<file path="src/hw/rtl/bre_pkg.sv">
// Shared types and constants for the byte run/literal encoder.
// Used by bre_front, bre_cmd_fifo, bre_back and byte_rle_encoder.
package bre_pkg;

	// run limits and header flag
	localparam logic [7:0] RUN_MIN  = 8'd3;
	localparam logic [7:0] RUN_MAX  = 8'd130;
	localparam logic [7:0] RUN_FLAG = 8'h80;

	// command queue between front and back
	localparam int CMDQ_DEPTH = 4;
	localparam int CMDQ_AW    = 2;

	typedef enum logic [1:0] {
		CMD_PUSH,    // append val to the open literal
		CMD_RUN,     // emit hdr then val
		CMD_FLUSH,   // close the open literal, if any
		CMD_FINISH   // close literal, then send the final word
	} cmd_kind_t;

	typedef struct packed {
		cmd_kind_t  kind;
		logic [7:0] hdr;
		logic [7:0] val;
	} cmd_t;

	// run header byte for a run of len bytes
	function automatic logic [7:0] run_hdr(input logic [7:0] len);
		logic [7:0] d;
		d = len - RUN_MIN;
		return RUN_FLAG | {1'b0, d[6:0]};
	endfunction

endpackage

</file>
<file path="src/hw/rtl/bre_front.sv">
// Front end: accepts raw bytes, tracks the pending run and issues commands.
// Depends on bre_pkg.
module bre_front (
	input  logic          clk,
	input  logic          arst_n,
	input  logic          in_valid,
	output logic          in_ready,
	input  logic [7:0]    in_byte,
	input  logic          in_last,
	output logic          cmd_push,
	output bre_pkg::cmd_t cmd_data,
	input  logic          cmd_full
);
	import bre_pkg::*;

	localparam logic [1:0] FS_IDLE = 2'd0;
	localparam logic [1:0] FS_STEP = 2'd1;
	localparam logic [1:0] FS_TAIL = 2'd2;

	logic [1:0] state_q, state_d;
	logic [7:0] cur_byte_q;
	logic       cur_last_q;
	logic [7:0] run_val_q, run_val_d;
	logic [7:0] run_len_q, run_len_d;
	logic [7:0] len_inc;
	logic       emit;

	assign in_ready = (state_q == FS_IDLE);
	assign len_inc  = run_len_q + 8'd1;
	assign emit     = (len_inc == RUN_MIN) || (len_inc == RUN_MAX);

	always_comb begin
		state_d   = state_q;
		run_val_d = run_val_q;
		run_len_d = run_len_q;
		cmd_push  = 1'b0;
		cmd_data  = '{kind: CMD_PUSH, hdr: run_hdr(run_len_q), val: run_val_q};
		unique case (state_q)
			FS_IDLE: begin
				if (in_valid) begin
					state_d = FS_STEP;
				end
			end
			FS_STEP: begin
				if (run_len_q != 8'd0 && cur_byte_q == run_val_q && run_len_q < RUN_MAX) begin
					// run grows; third byte closes the literal, the last one sends the run
					cmd_data.kind = (len_inc == RUN_MIN) ? CMD_FLUSH : CMD_RUN;
					cmd_data.hdr  = run_hdr(len_inc);
					if (!emit || !cmd_full) begin
						cmd_push  = emit;
						run_len_d = (len_inc == RUN_MAX) ? 8'd0 : len_inc;
						state_d   = cur_last_q ? FS_TAIL : FS_IDLE;
					end
				end else if (run_len_q >= RUN_MIN) begin
					cmd_data.kind = CMD_RUN;
					if (!cmd_full) begin
						cmd_push  = 1'b1;
						run_len_d = 8'd0;
					end
				end else if (run_len_q != 8'd0) begin
					// short pending run spills into the literal, one byte a cycle while the queue has room
					if (!cmd_full) begin
						cmd_push  = 1'b1;
						run_len_d = run_len_q - 8'd1;
					end
				end else begin
					run_val_d = cur_byte_q;
					run_len_d = 8'd1;
					state_d   = cur_last_q ? FS_TAIL : FS_IDLE;
				end
			end
			FS_TAIL: begin
				if (run_len_q >= RUN_MIN) begin
					cmd_data.kind = CMD_RUN;
					if (!cmd_full) begin
						cmd_push  = 1'b1;
						run_len_d = 8'd0;
					end
				end else if (run_len_q != 8'd0) begin
					if (!cmd_full) begin
						cmd_push  = 1'b1;
						run_len_d = run_len_q - 8'd1;
					end
				end else begin
					cmd_data.kind = CMD_FINISH;
					if (!cmd_full) begin
						cmd_push = 1'b1;
						state_d  = FS_IDLE;
					end
				end
			end
			default: begin
				state_d = FS_IDLE;
			end
		endcase
	end

	always_ff @(posedge clk or negedge arst_n) begin
		if (!arst_n) begin
			state_q   <= FS_IDLE;
			run_val_q <= 8'd0;
			run_len_q <= 8'd0;
		end else begin
			state_q   <= state_d;
			run_val_q <= run_val_d;
			run_len_q <= run_len_d;
		end
	end

	always_ff @(posedge clk) begin
		if (in_valid && in_ready) begin
			cur_byte_q <= in_byte;
			cur_last_q <= in_last;
		end
	end

endmodule

</file>
<file path="src/hw/rtl/bre_cmd_fifo.sv">
// Short command queue between the front end and the back end.
// Depends on bre_pkg.
module bre_cmd_fifo (
	input  logic          clk,
	input  logic          arst_n,
	input  logic          push,
	input  bre_pkg::cmd_t push_data,
	output logic          full,
	input  logic          pop,
	output bre_pkg::cmd_t head,
	output logic          empty
);
	import bre_pkg::*;

	cmd_t                entry_q [CMDQ_DEPTH];
	logic [CMDQ_AW-1:0]  wr_ptr_q, rd_ptr_q;
	logic [CMDQ_AW:0]    count_q;
	logic                do_push, do_pop;

	assign full    = (count_q == (CMDQ_AW+1)'(CMDQ_DEPTH));
	assign empty   = (count_q == '0);
	assign head    = entry_q[rd_ptr_q];
	assign do_push = push && !full;
	assign do_pop  = pop && !empty;

	always_ff @(posedge clk or negedge arst_n) begin
		if (!arst_n) begin
			wr_ptr_q <= '0;
			rd_ptr_q <= '0;
			count_q  <= '0;
		end else begin
			if (do_push) begin
				wr_ptr_q <= wr_ptr_q + CMDQ_AW'(1);
			end
			if (do_pop) begin
				rd_ptr_q <= rd_ptr_q + CMDQ_AW'(1);
			end
			if (do_push && !do_pop) begin
				count_q <= count_q + (CMDQ_AW+1)'(1);
			end else if (do_pop && !do_push) begin
				count_q <= count_q - (CMDQ_AW+1)'(1);
			end
		end
	end

	always_ff @(posedge clk) begin
		if (do_push) begin
			entry_q[wr_ptr_q] <= push_data;
		end
	end

endmodule

</file>
<file path="src/hw/rtl/bre_back.sv">
// Back end: runs commands, holds the literal store, packs bytes into words.
// Depends on bre_pkg.
module bre_back #(
	parameter int LITERAL_MAX = 128,
	parameter int WORD_BYTES  = 8
) (
	input  logic          clk,
	input  logic          arst_n,
	input  logic          cmd_valid,
	input  bre_pkg::cmd_t cmd,
	output logic          cmd_pop,
	output logic          out_valid,
	input  logic          out_ready,
	output logic [63:0]   out_word,
	output logic [3:0]    out_count,
	output logic          out_end
);
	import bre_pkg::*;

	localparam int         LIT_AW   = (LITERAL_MAX > 1) ? $clog2(LITERAL_MAX) : 1;
	localparam logic [7:0] LIT_MAX8 = 8'(LITERAL_MAX);
	localparam logic [3:0] WB       = 4'(WORD_BYTES);

	localparam logic [2:0] BS_CMD    = 3'd0;
	localparam logic [2:0] BS_RUNVAL = 3'd1;
	localparam logic [2:0] BS_LHDR   = 3'd2;
	localparam logic [2:0] BS_LBODY  = 3'd3;
	localparam logic [2:0] BS_FINAL  = 3'd4;

	logic [2:0]        bstate_q, bstate_d;
	logic [7:0]        lit_len_q, lit_len_d;
	logic [LIT_AW-1:0] idx_q, idx_d;
	logic              fin_q, fin_d;

	logic [7:0]        store_mem [LITERAL_MAX];
	logic [7:0]        rd_data_q;
	logic              wr_en, rd_en;
	logic [LIT_AW-1:0] rd_addr;

	logic [63:0]       acc_q;
	logic [3:0]        acc_cnt_q;
	logic              out_valid_q, out_end_q;
	logic [63:0]       out_word_q;
	logic [3:0]        out_count_q;

	logic              out_free, acc_full, can_put;
	logic              put_en, put_fire, final_fire;
	logic [7:0]        put_byte;

	assign out_free  = !out_valid_q || out_ready;
	assign acc_full  = (acc_cnt_q == WB);
	assign can_put   = !acc_full || out_free;
	assign put_fire  = put_en && can_put;

	assign out_valid = out_valid_q;
	assign out_word  = out_word_q;
	assign out_count = out_count_q;
	assign out_end   = out_end_q;

	always_comb begin
		bstate_d   = bstate_q;
		lit_len_d  = lit_len_q;
		idx_d      = idx_q;
		fin_d      = fin_q;
		cmd_pop    = 1'b0;
		wr_en      = 1'b0;
		rd_en      = 1'b0;
		rd_addr    = '0;
		put_en     = 1'b0;
		put_byte   = cmd.hdr;
		final_fire = 1'b0;
		unique case (bstate_q)
			BS_CMD: begin
				if (cmd_valid) begin
					case (cmd.kind)
						CMD_PUSH: begin
							wr_en     = 1'b1;
							cmd_pop   = 1'b1;
							lit_len_d = lit_len_q + 8'd1;
							if (lit_len_q + 8'd1 == LIT_MAX8) begin
								fin_d    = 1'b0;
								bstate_d = BS_LHDR;
							end
						end
						CMD_RUN: begin
							put_en = 1'b1;
							if (can_put) begin
								bstate_d = BS_RUNVAL;
							end
						end
						CMD_FLUSH: begin
							cmd_pop = 1'b1;
							fin_d   = 1'b0;
							if (lit_len_q != 8'd0) begin
								bstate_d = BS_LHDR;
							end
						end
						default: begin
							cmd_pop  = 1'b1;
							fin_d    = 1'b1;
							bstate_d = (lit_len_q != 8'd0) ? BS_LHDR : BS_FINAL;
						end
					endcase
				end
			end
			BS_RUNVAL: begin
				put_en   = 1'b1;
				put_byte = cmd.val;
				if (can_put) begin
					cmd_pop  = 1'b1;
					bstate_d = BS_CMD;
				end
			end
			BS_LHDR: begin
				put_en   = 1'b1;
				put_byte = lit_len_q - 8'd1;
				if (can_put) begin
					rd_en    = 1'b1;
					idx_d    = '0;
					bstate_d = BS_LBODY;
				end
			end
			BS_LBODY: begin
				put_en   = 1'b1;
				put_byte = rd_data_q;
				rd_addr  = idx_q + LIT_AW'(1);
				if (can_put) begin
					if (8'(idx_q) + 8'd1 == lit_len_q) begin
						lit_len_d = 8'd0;
						bstate_d  = fin_q ? BS_FINAL : BS_CMD;
					end else begin
						rd_en = 1'b1;
						idx_d = idx_q + LIT_AW'(1);
					end
				end
			end
			BS_FINAL: begin
				if (acc_cnt_q == 4'd0) begin
					bstate_d = BS_CMD;
				end else if (out_free) begin
					final_fire = 1'b1;
					bstate_d   = BS_CMD;
				end
			end
			default: begin
				bstate_d = BS_CMD;
			end
		endcase
	end

	always_ff @(posedge clk or negedge arst_n) begin
		if (!arst_n) begin
			bstate_q    <= BS_CMD;
			lit_len_q   <= 8'd0;
			idx_q       <= '0;
			fin_q       <= 1'b0;
			acc_q       <= 64'd0;
			acc_cnt_q   <= 4'd0;
			out_valid_q <= 1'b0;
		end else begin
			bstate_q  <= bstate_d;
			lit_len_q <= lit_len_d;
			idx_q     <= idx_d;
			fin_q     <= fin_d;
			if (put_fire) begin
				if (acc_full) begin
					acc_q     <= {56'd0, put_byte};
					acc_cnt_q <= 4'd1;
				end else begin
					acc_q[8*acc_cnt_q[2:0] +: 8] <= put_byte;
					acc_cnt_q <= acc_cnt_q + 4'd1;
				end
			end else if (final_fire) begin
				acc_q     <= 64'd0;
				acc_cnt_q <= 4'd0;
			end
			if ((put_fire && acc_full) || final_fire) begin
				out_valid_q <= 1'b1;
			end else if (out_ready) begin
				out_valid_q <= 1'b0;
			end
		end
	end

	always_ff @(posedge clk) begin
		if ((put_fire && acc_full) || final_fire) begin
			out_word_q  <= acc_q;
			out_count_q <= acc_cnt_q;
			out_end_q   <= final_fire;
		end
	end

	// literal store, one write port, one registered read port
	always_ff @(posedge clk) begin
		if (wr_en) begin
			store_mem[lit_len_q[LIT_AW-1:0]] <= cmd.val;
		end
		if (rd_en) begin
			rd_data_q <= store_mem[rd_addr];
		end
	end

endmodule

</file>
<file path="src/hw/rtl/byte_rle_encoder.sv">
// Byte run/literal encoder (PackBits-style): raw bytes in, 8-byte words out.
// Top level; instantiates bre_front, bre_cmd_fifo and bre_back; uses bre_pkg.
//  - s_axis: one raw byte per transaction, tlast on the final byte of a frame.
//  - m_axis: encoded stream in words of WORD_BYTES bytes, first byte in bits 7:0,
//    tuser = number of valid bytes, tlast on the final word of the frame.
//    Unused upper bytes are zero.
//  - Runs of 3..130 equal bytes become {0x80|(n-3), value}; other bytes form
//    literals of up to LITERAL_MAX bytes sent as {n-1, bytes...}.
//  - Input side: the front end accepts a byte, then classifies it in FS_STEP and
//    takes no new byte meanwhile; a byte that breaks a pending run or ends a
//    frame first issues its commands, each held while the queue is full.
//  - Output side: the back end puts one encoded byte per cycle into the word
//    packer unless it is stalled; a literal flush of n bytes puts the header
//    n-1, then the bytes read from the literal store, one per cycle.
//    A 4-entry command queue decouples the two. A full word goes out the cycle
//    after the next encoded byte enters the packer; the flagged last word is
//    registered in BS_FINAL, after the finish command and any literal flush.
//  - Reset (arst_n low): run, literal and packer state cleared, queue empty.
//  - Receiver stall: one output word waits in a register; when another word
//    completes the back end stops, the queue fills and s_axis_tready drops.
module byte_rle_encoder #(
	parameter int LITERAL_MAX = 128,
	parameter int WORD_BYTES  = 8
) (
	input  logic        clk,
	input  logic        arst_n,
	input  logic        s_axis_tvalid,
	output logic        s_axis_tready,
	input  logic [7:0]  s_axis_tdata,   // [7:0] data_byte
	input  logic        s_axis_tlast,   // frame_end
	output logic        m_axis_tvalid,
	input  logic        m_axis_tready,
	output logic [63:0] m_axis_tdata,   // [63:0] packed_word
	output logic [3:0]  m_axis_tuser,   // [3:0] byte_count
	output logic        m_axis_tlast    // stream_end
);
	import bre_pkg::*;

	logic cmd_push, cmd_full, cmd_pop, cmd_empty;
	cmd_t cmd_in, cmd_head;

	// front end: run tracking, at most one command per cycle, held while the queue is full
	bre_front u_front (
		.clk      (clk),
		.arst_n   (arst_n),
		.in_valid (s_axis_tvalid),
		.in_ready (s_axis_tready),
		.in_byte  (s_axis_tdata),
		.in_last  (s_axis_tlast),
		.cmd_push (cmd_push),
		.cmd_data (cmd_in),
		.cmd_full (cmd_full)
	);

	bre_cmd_fifo u_cmdq (
		.clk       (clk),
		.arst_n    (arst_n),
		.push      (cmd_push),
		.push_data (cmd_in),
		.full      (cmd_full),
		.pop       (cmd_pop),
		.head      (cmd_head),
		.empty     (cmd_empty)
	);

	// back end: literal store and word packer
	bre_back #(
		.LITERAL_MAX (LITERAL_MAX),
		.WORD_BYTES  (WORD_BYTES)
	) u_back (
		.clk       (clk),
		.arst_n    (arst_n),
		.cmd_valid (!cmd_empty),
		.cmd       (cmd_head),
		.cmd_pop   (cmd_pop),
		.out_valid (m_axis_tvalid),
		.out_ready (m_axis_tready),
		.out_word  (m_axis_tdata),
		.out_count (m_axis_tuser),
		.out_end   (m_axis_tlast)
	);

`ifndef SYNTHESIS
	// front never pushes into a full queue
	a_no_overflow: assert property (@(posedge clk) disable iff (!arst_n)
		cmd_push |-> !cmd_full)
		else $error("command queue overflow");

	// back never pops an empty queue
	a_no_underflow: assert property (@(posedge clk) disable iff (!arst_n)
		cmd_pop |-> !cmd_empty)
		else $error("command queue underflow");

	// every word carries 1..WORD_BYTES bytes
	a_count_range: assert property (@(posedge clk) disable iff (!arst_n)
		m_axis_tvalid |-> (m_axis_tuser != 4'd0) && (m_axis_tuser <= 4'(WORD_BYTES)))
		else $error("byte count out of range");
`endif

endmodule

</file>
<file path="config.mk">
export PLATFORM = sky130hd
export DESIGN_NAME = byte_rle_encoder
export DESIGN_NICKNAME = d
export VERILOG_FILES = /design/src/hw/rtl/bre_pkg.sv /design/src/hw/rtl/bre_front.sv /design/src/hw/rtl/bre_cmd_fifo.sv /design/src/hw/rtl/bre_back.sv /design/src/hw/rtl/byte_rle_encoder.sv
export SDC_FILE = /design/constraint.sdc
export NUM_CORES = 2
export LEC_CHECK = 0
export ABC_AREA = 1
export BUFFER_PORTS_ARGS = -buffer_cell sky130_fd_sc_hd__buf_2
export CELL_PAD_IN_SITES_DETAIL_PLACEMENT = 0
export CELL_PAD_IN_SITES_GLOBAL_PLACEMENT = 2
export CORE_ASPECT_RATIO = 1.4
export CORE_UTILIZATION = 30
export CTS_BUF_LIST = sky130_fd_sc_hd__clkbuf_8
export CTS_CLUSTER_SIZE = 30
export DETAILED_ROUTE_END_ITERATION = 10
export PLACE_DENSITY = 0.57
export REMOVE_ABC_BUFFERS = 1
export SKIP_CTS_REPAIR_TIMING = 1
export SKIP_LAST_GASP = 1
export SYNTH_ARGS = -nofsm -noshare
export SYNTH_HDL_FRONTEND = slang
export SYNTH_SLANG_ARGS = --single-unit
</file>
<file path="constraint.sdc">
create_clock -name clk -period 8.5 [get_ports clk]
set_input_delay 0.425 -clock clk [delete_from_list [all_inputs] [get_ports clk]]
set_output_delay 0.425 -clock clk [all_outputs]
set_load 0.02 [all_outputs]
</file>
* After elaboration in Yosys (flattened, before gate mapping) *
Memories as Yosys holds them, arrays and structs flattened. A register that Yosys moved wholly into a read port is not among the register bits.
Index checks and enable logic that the tools add are counted.

cells by class
  add/subtract/negate cells = 14
  magnitude comparators = 2
  eq/ne operators = 35
  shifts and indexed selects = 2
  muxes and demuxes = 92
  bitwise operators = 5
  reduce and logical (&&, ||, !) cells = 42

operators with widths
  operator                                                                 number
  64-bit two-way mux                                                       3
  8-bit two-way mux                                                        13
  64-bit bitwise mux                                                       1
  8-bit by 34-bit variable shift with 64-bit output, first input constant  1
  8-bit by 34-bit variable part select with 64-bit output                  1
  3-bit two-way mux                                                        14
  7-bit two-way mux                                                        6
  6-bit negator with 34-bit output                                         1
  8-bit case mux with 2 select lines                                       2
  1-bit two-way mux                                                        26
  2-bit two-way mux                                                        13
  8-bit case mux with 3 select lines                                       1
  8-bit by 1-bit adder with 8-bit output, second input constant            2
  8-bit equality test                                                      2
  8-bit equality test, second input constant                               2
  8-bit nonzero test                                                       2
  8-bit by 1-bit subtractor with 8-bit output, second input constant       2
  3-bit by 2-bit inequality test with 1-bit output, second input constant  5
  3-bit case mux with 5 select lines                                       1
  2-bit inequality test, second input constant                             7
  7-bit case mux with 2 select lines                                       1
  7-bit by 2-bit subtractor with 7-bit output, second input constant       2
  4-bit two-way mux                                                        3
  4-bit AND reduction                                                      3
  other kinds (36)                                                         78

storage, ports and cells
  bits in registers = 191
  RAM bits = 1092
  input bits = 13
  output and inout port bits = 71
  word-level logic and storage cells = 212
  memories = 2

memory list
  memory            depth  width  rd ports  clocked after Yosys merged registers in  write ports  RTL line            RTL
  u_back.store_mem  128    8      1         1                                        1            bre_back.sv:35      logic [7:0] store_mem [LITERAL_MAX];
  u_cmdq.entry_q    4      17     1         0                                        1            bre_cmd_fifo.sv:15  cmd_t entry_q [CMDQ_DEPTH];

* Longest topological paths before layout *
  depth after elaboration = 13
  gate-level depth with buffers = 19
  gate-level depth less buffers = 19

* Cells and area by module *
A second synthesis with hierarchy kept.

second synthesis, totals
  cells, all modules = 5608
  area, all modules = 57397.5 µm²

by module, submodules not included
  module            instances  cells an instance  area an instance (µm²)  seq. area each (µm²)
  bre_back          1          4977               51650.8                 35263.8
  bre_cmd_fifo      1          271                3337.0                  2337.2
  bre_front         1          359                2406.1                  720.7
  byte_rle_encoder  1          1                  3.8                     0.0

* Worst setup path after synthesis *
Ideal clock, no wire load.

  path type = flip-flop to flip-flop
  start point = register u_cmdq.rd_ptr_q[0]
  end point = memory u_back.store_mem[0][2] (data pin)
  library setup time = 1206 ps
  arrival time = 5963 ps
  required time = 7294 ps
  path slack = 1330 ps
  cell stages (with the launch flop) = 6
  buffers on the path = 2
  clock period less this slack = 7170 ps
  path through = dfrtp_1 -> buf_2 -> inv_2 -> clkbuf_1 -> nor2_1 -> o21ai_0

RTL lines
  item                    RTL line            RTL
  from (decl)             bre_cmd_fifo.sv:16  logic [CMDQ_AW-1:0] wr_ptr_q, rd_ptr_q;
  from (signal assigned)  bre_cmd_fifo.sv:36  rd_ptr_q <= rd_ptr_q + CMDQ_AW'(1);
  to (decl)               bre_back.sv:35

* Worst setup path after layout *
  start point = register u_back.bstate_q[0]
  end point = register u_back.rd_data_q[5] (read register of u_back.store_mem) (data pin)

between the ends
  cells in the longest elaborated chain, start to end = 2
  elaborated cells on any way between the ends = 4
  classes of those cells = 2 x eq/ne; 2 x mux

ends and longest elaborated chain
  item                                                                            RTL line         RTL
  from (decl)                                                                     bre_back.sv:30   logic [2:0] bstate_q, bstate_d;
  from (signal assigned)                                                          bre_back.sv:161  bstate_q <= bstate_d;
  3-bit by 2-bit equality test with 1-bit output                                  bre_back.sv:72   unique case (bstate_q)
  1-bit case mux with 2 select lines / 7-bit two-way mux (equally long branches)  bre_back.sv:72
  to (decl)                                                                       bre_back.sv:36   logic [7:0] rd_data_q;

Parallel ways exist; a longest one is shown, timed or not.
A chain may end at the register's enable or synchronous reset.

==> out/metrics.cfg <==
[pwr]
clkPwrFrac_pct = 25.1
power_frac_comb_pct = 31.8
vdd_drop_max_mv = 0.309
p_seq_share_pct = 43.1
p_per_area_nw_per_um2 = 334
intPower_w = 0.0127
swShare_pct = 40.4
p_switching_w = 0.00862
leakagePower_nw = 26.4
fin_total_pwr_w = 0.0214

[final_layout]
final_nets = 5665
fill_cells = 19200
drive_gt1_share_pct = 8.28
syn_to_final_growth_pct = 13.0
post-route-util_pct = 34.2

[critical_path]
max_stage_delay_ps = 720
worstPathCellList = nand2_1 -> nor2_4 -> buf_4 -> nand2_8 -> buf_12 -> nand2_1 -> nand3_1 -> nand3_1 -> nand3_1 -> nand3_1 -> nand3_1 -> nand2_1 -> nand2_1 -> nand2_1
path_max_fanout = 141
cp-end-kind = flip-flop
critPathSlowestCell = buf_4
arrival_ps = 5510
crit_type = flip-flop to flip-flop
start_kind = flip-flop
crit_required_ps = 9330
reg2reg_slack_ps = 3820

[timing]
setup_viol = 0
fmax_ghz = 0.214
worstMarginPinSlew_ps = 1190
skew_ps = 52.6
max_slew_margin_pct = 20.1
rsz0062_at_grt = no
finalMaxSlewViolations = 0
final.min_clock_period_ps = 4680
finalWorstSetupSlack_ps = 3820
timing.final.crit_share_pct = 55.1
hold_viol = 0

[global_route]
grt.overflow.total = 0
grt_max_degree = 152
grt.total_usage_pct = 20.2
antenna_found_initial = 4
grt_pass1_wl_mm = 279
grt_pass1_vias = 38500

[synthesis]
avgSynthCellArea_sq_um = 10.3
yosysTopAreaCellShare_pct = 62.4
ys_ff_latch = 1291
synth.distinct_cells = 46
ys_seq_area_share_pct = 67.4
yosys-top-cells-area = edfxtp_1, nand3_1, nand2_1
synthesis.instances = 5521
async_flop_share_pct = 8.75
syn_area_sq_um = 56700
synthFlopType = edfxtp_1
synth_area_leader_cell = edfxtp_1
yosysWarnings = 0
synth-edff-count = 1178

[placement]
place_ws_ps = 3740
portBuffers = 83
globalplace.congestion = 0.781
hpwl_mm = 112

[cts]
cts_tree = done
root_buffer = clkbuf_8
clock_tree.buffer_depth = 3
numClockSinks = 1291
path_clk_slew_ps = 60
cts.htree.levels = 4
cts-buffers-inserted = 214
clock_latency_ps = 980

[route]
remaining_drc_errors = 0
viasPerCell = 4.66
wirelength_mm = 193
firstDrtPassIters = 5
drtAntennaViolNets = 0
drt-wirelength-per-cell_microns = 23.3
first_iter_violations = 2515
vias = 38600

[floorplan]
ios = 84
start_util_pct = 30.2
core_region_area_sq_um = 187000
num_rows = 188
dieHeight_microns = 516
die_area_sq_um = 191000
fp.dieW_microns = 369

[outcome]
status = finished, final reports clean

[worst_hold_path]
hold_class = primary input to async pin

[flow_run]
cap_viol_max_count = 0

[kinds of logic after synthesis]
group	share of synthesized area [%]
DFF	67.4
AOI/OAI and AO/OA	1.91
and+or+nand+nor	21.7
muxes	0.157
xor gates and xnor gates	0.601
buffers and inverters	7.67
adders and majority gates	0.521
[synth_stat cells, drive strengths merged (10+ instances only)]
cell,count
a21oi,28
buf,125
clkbuf,142
dfrtp,113
edfxtp,1178
ha,22
inv,845
nand2,1232
nand3,1002
nand3b,55
nand4,19
nor2,500
nor3,29
o21ai,136
xnor2,10
xor2,28
[path summary, 6_finish.rpt]
| path | startpoint | depth (start not counted) | endpoint |
|---|---|---|---|
| worst max-delay path | u_back.bstate_q[0] | 14 | u_back.rd_data_q[5] |
| worst min-delay path | arst_n | 2 | u_back.acc_q[47] |
| worst max register to register | u_back.bstate_q[0] | 14 | u_back.rd_data_q[5] |
| worst min register to register | u_back.acc_q[10] | 0 | u_back.out_word[10] |
| max in group asynchronous | arst_n | 3 | u_back.idx_q[0] |
| min in group clk | s_axis_tdata[0] | 2 | u_front.cur_byte_q[0] |
[state kept, by name, indices dropped and copies added (netlist names), 7 cells and up]
| register | count |
|---|---|
| u_back.store_mem | 1024 |
| u_back.rd_data_q | 8 |
| u_front.run_val_q | 8 |
| u_back.acc_q | 64 |
| u_back.lit_len_q | 8 |
| u_back.idx_q | 7 |
| u_back.out_word | 64 |
| u_front.run_len_q | 8 |
| u_front.cur_byte_q | 8 |
| u_cmdq.entry_q | 68 |
[worst max-delay path: cells and delay by family, from the launching register on]
family                 cells  cell delay (ps)
buffers and inverters      2             1300
DFF                        1              520
and+or+nand+nor           12             2420
[power groups by stage]
stage / clock network [W] / registers (W) / logic, W
2_1_floorplan: 0 / 0.00968 / 0.00361
3_3_place_gp: 0 / 0.00935 / 0.00698
3_5_place_dp: 0 / 0.00934 / 0.00699
4_1_cts: 0.00555 / 0.00922 / 0.00701
5_1_grt: 0.00578 / 0.00925 / 0.00745
6_report: 0.00535 / 0.00920 / 0.00680
[layout by cell type (no fill, tap or decap), types with 12 or more instances in the layout]
| master | instances |
|---|---|
| nand2_1 | 1227 |
| nor2_1 | 483 |
| clkbuf_8 | 229 |
| buf_4 | 56 |
| nand3_1 | 996 |
| o21ai_0 | 99 |
| o21ai_1 | 32 |
| ha_1 | 22 |
| xor2_1 | 27 |
| buf_2 | 82 |
| inv_1 | 918 |
| nor3_1 | 26 |
| a21oi_1 | 27 |
| nand4_1 | 19 |
| edfxtp_1 | 1178 |
| dfrtp_1 | 112 |
| nand3b_1 | 55 |
| clkinv_1 | 51 |
| dlygate4sd3_1 | 12 |
| clkinv_2 | 21 |
[area by class of cell]
| class | count | area (sq um) | share of cell area (%) |
|---|---|---|---|
| Antenna cell | 4 | 10.0 | 0.0156 |
| Tap cell | 2470 | 3090 | 4.83 |
| Clock buffer | 229 | 3150 | 4.92 |
| Timing Repair Buffer | 159 | 1130 | 1.77 |
| Clock inverter | 167 | 915 | 1.43 |
| Sequential cell | 1291 | 38200 | 59.7 |
| Multi-Input combinational cell | 3110 | 14300 | 22.4 |
| Inverter | 853 | 3210 | 5.02 |
[metal layers]
metal  wire, microns  GRT usage (%)  vias to the layer above  share of wire (%)
li1                -              -                    18500                  -
met1           83500           25.6                    19200                 43
met2           99200           35.9                      663                 51
met3            6000           2.58                      241                3.1
met4            4170           5.63                        0                2.2
met5               0              0                        -                  0
[stage by stage]
stage	std cells	hold WS (ps)	instance area [sq um]	TNS, ps
after floorplan	5254	129	55500	-56100
after global placement	7871	434	59800	0
after detailed placement	7871	434	59800	0
after CTS	8267	-600	63900	0
after global routing	8281	62.3	64000	0
final	8283	91.2	64000	0
No activity file was read; power rests on OpenSTA's default activity.
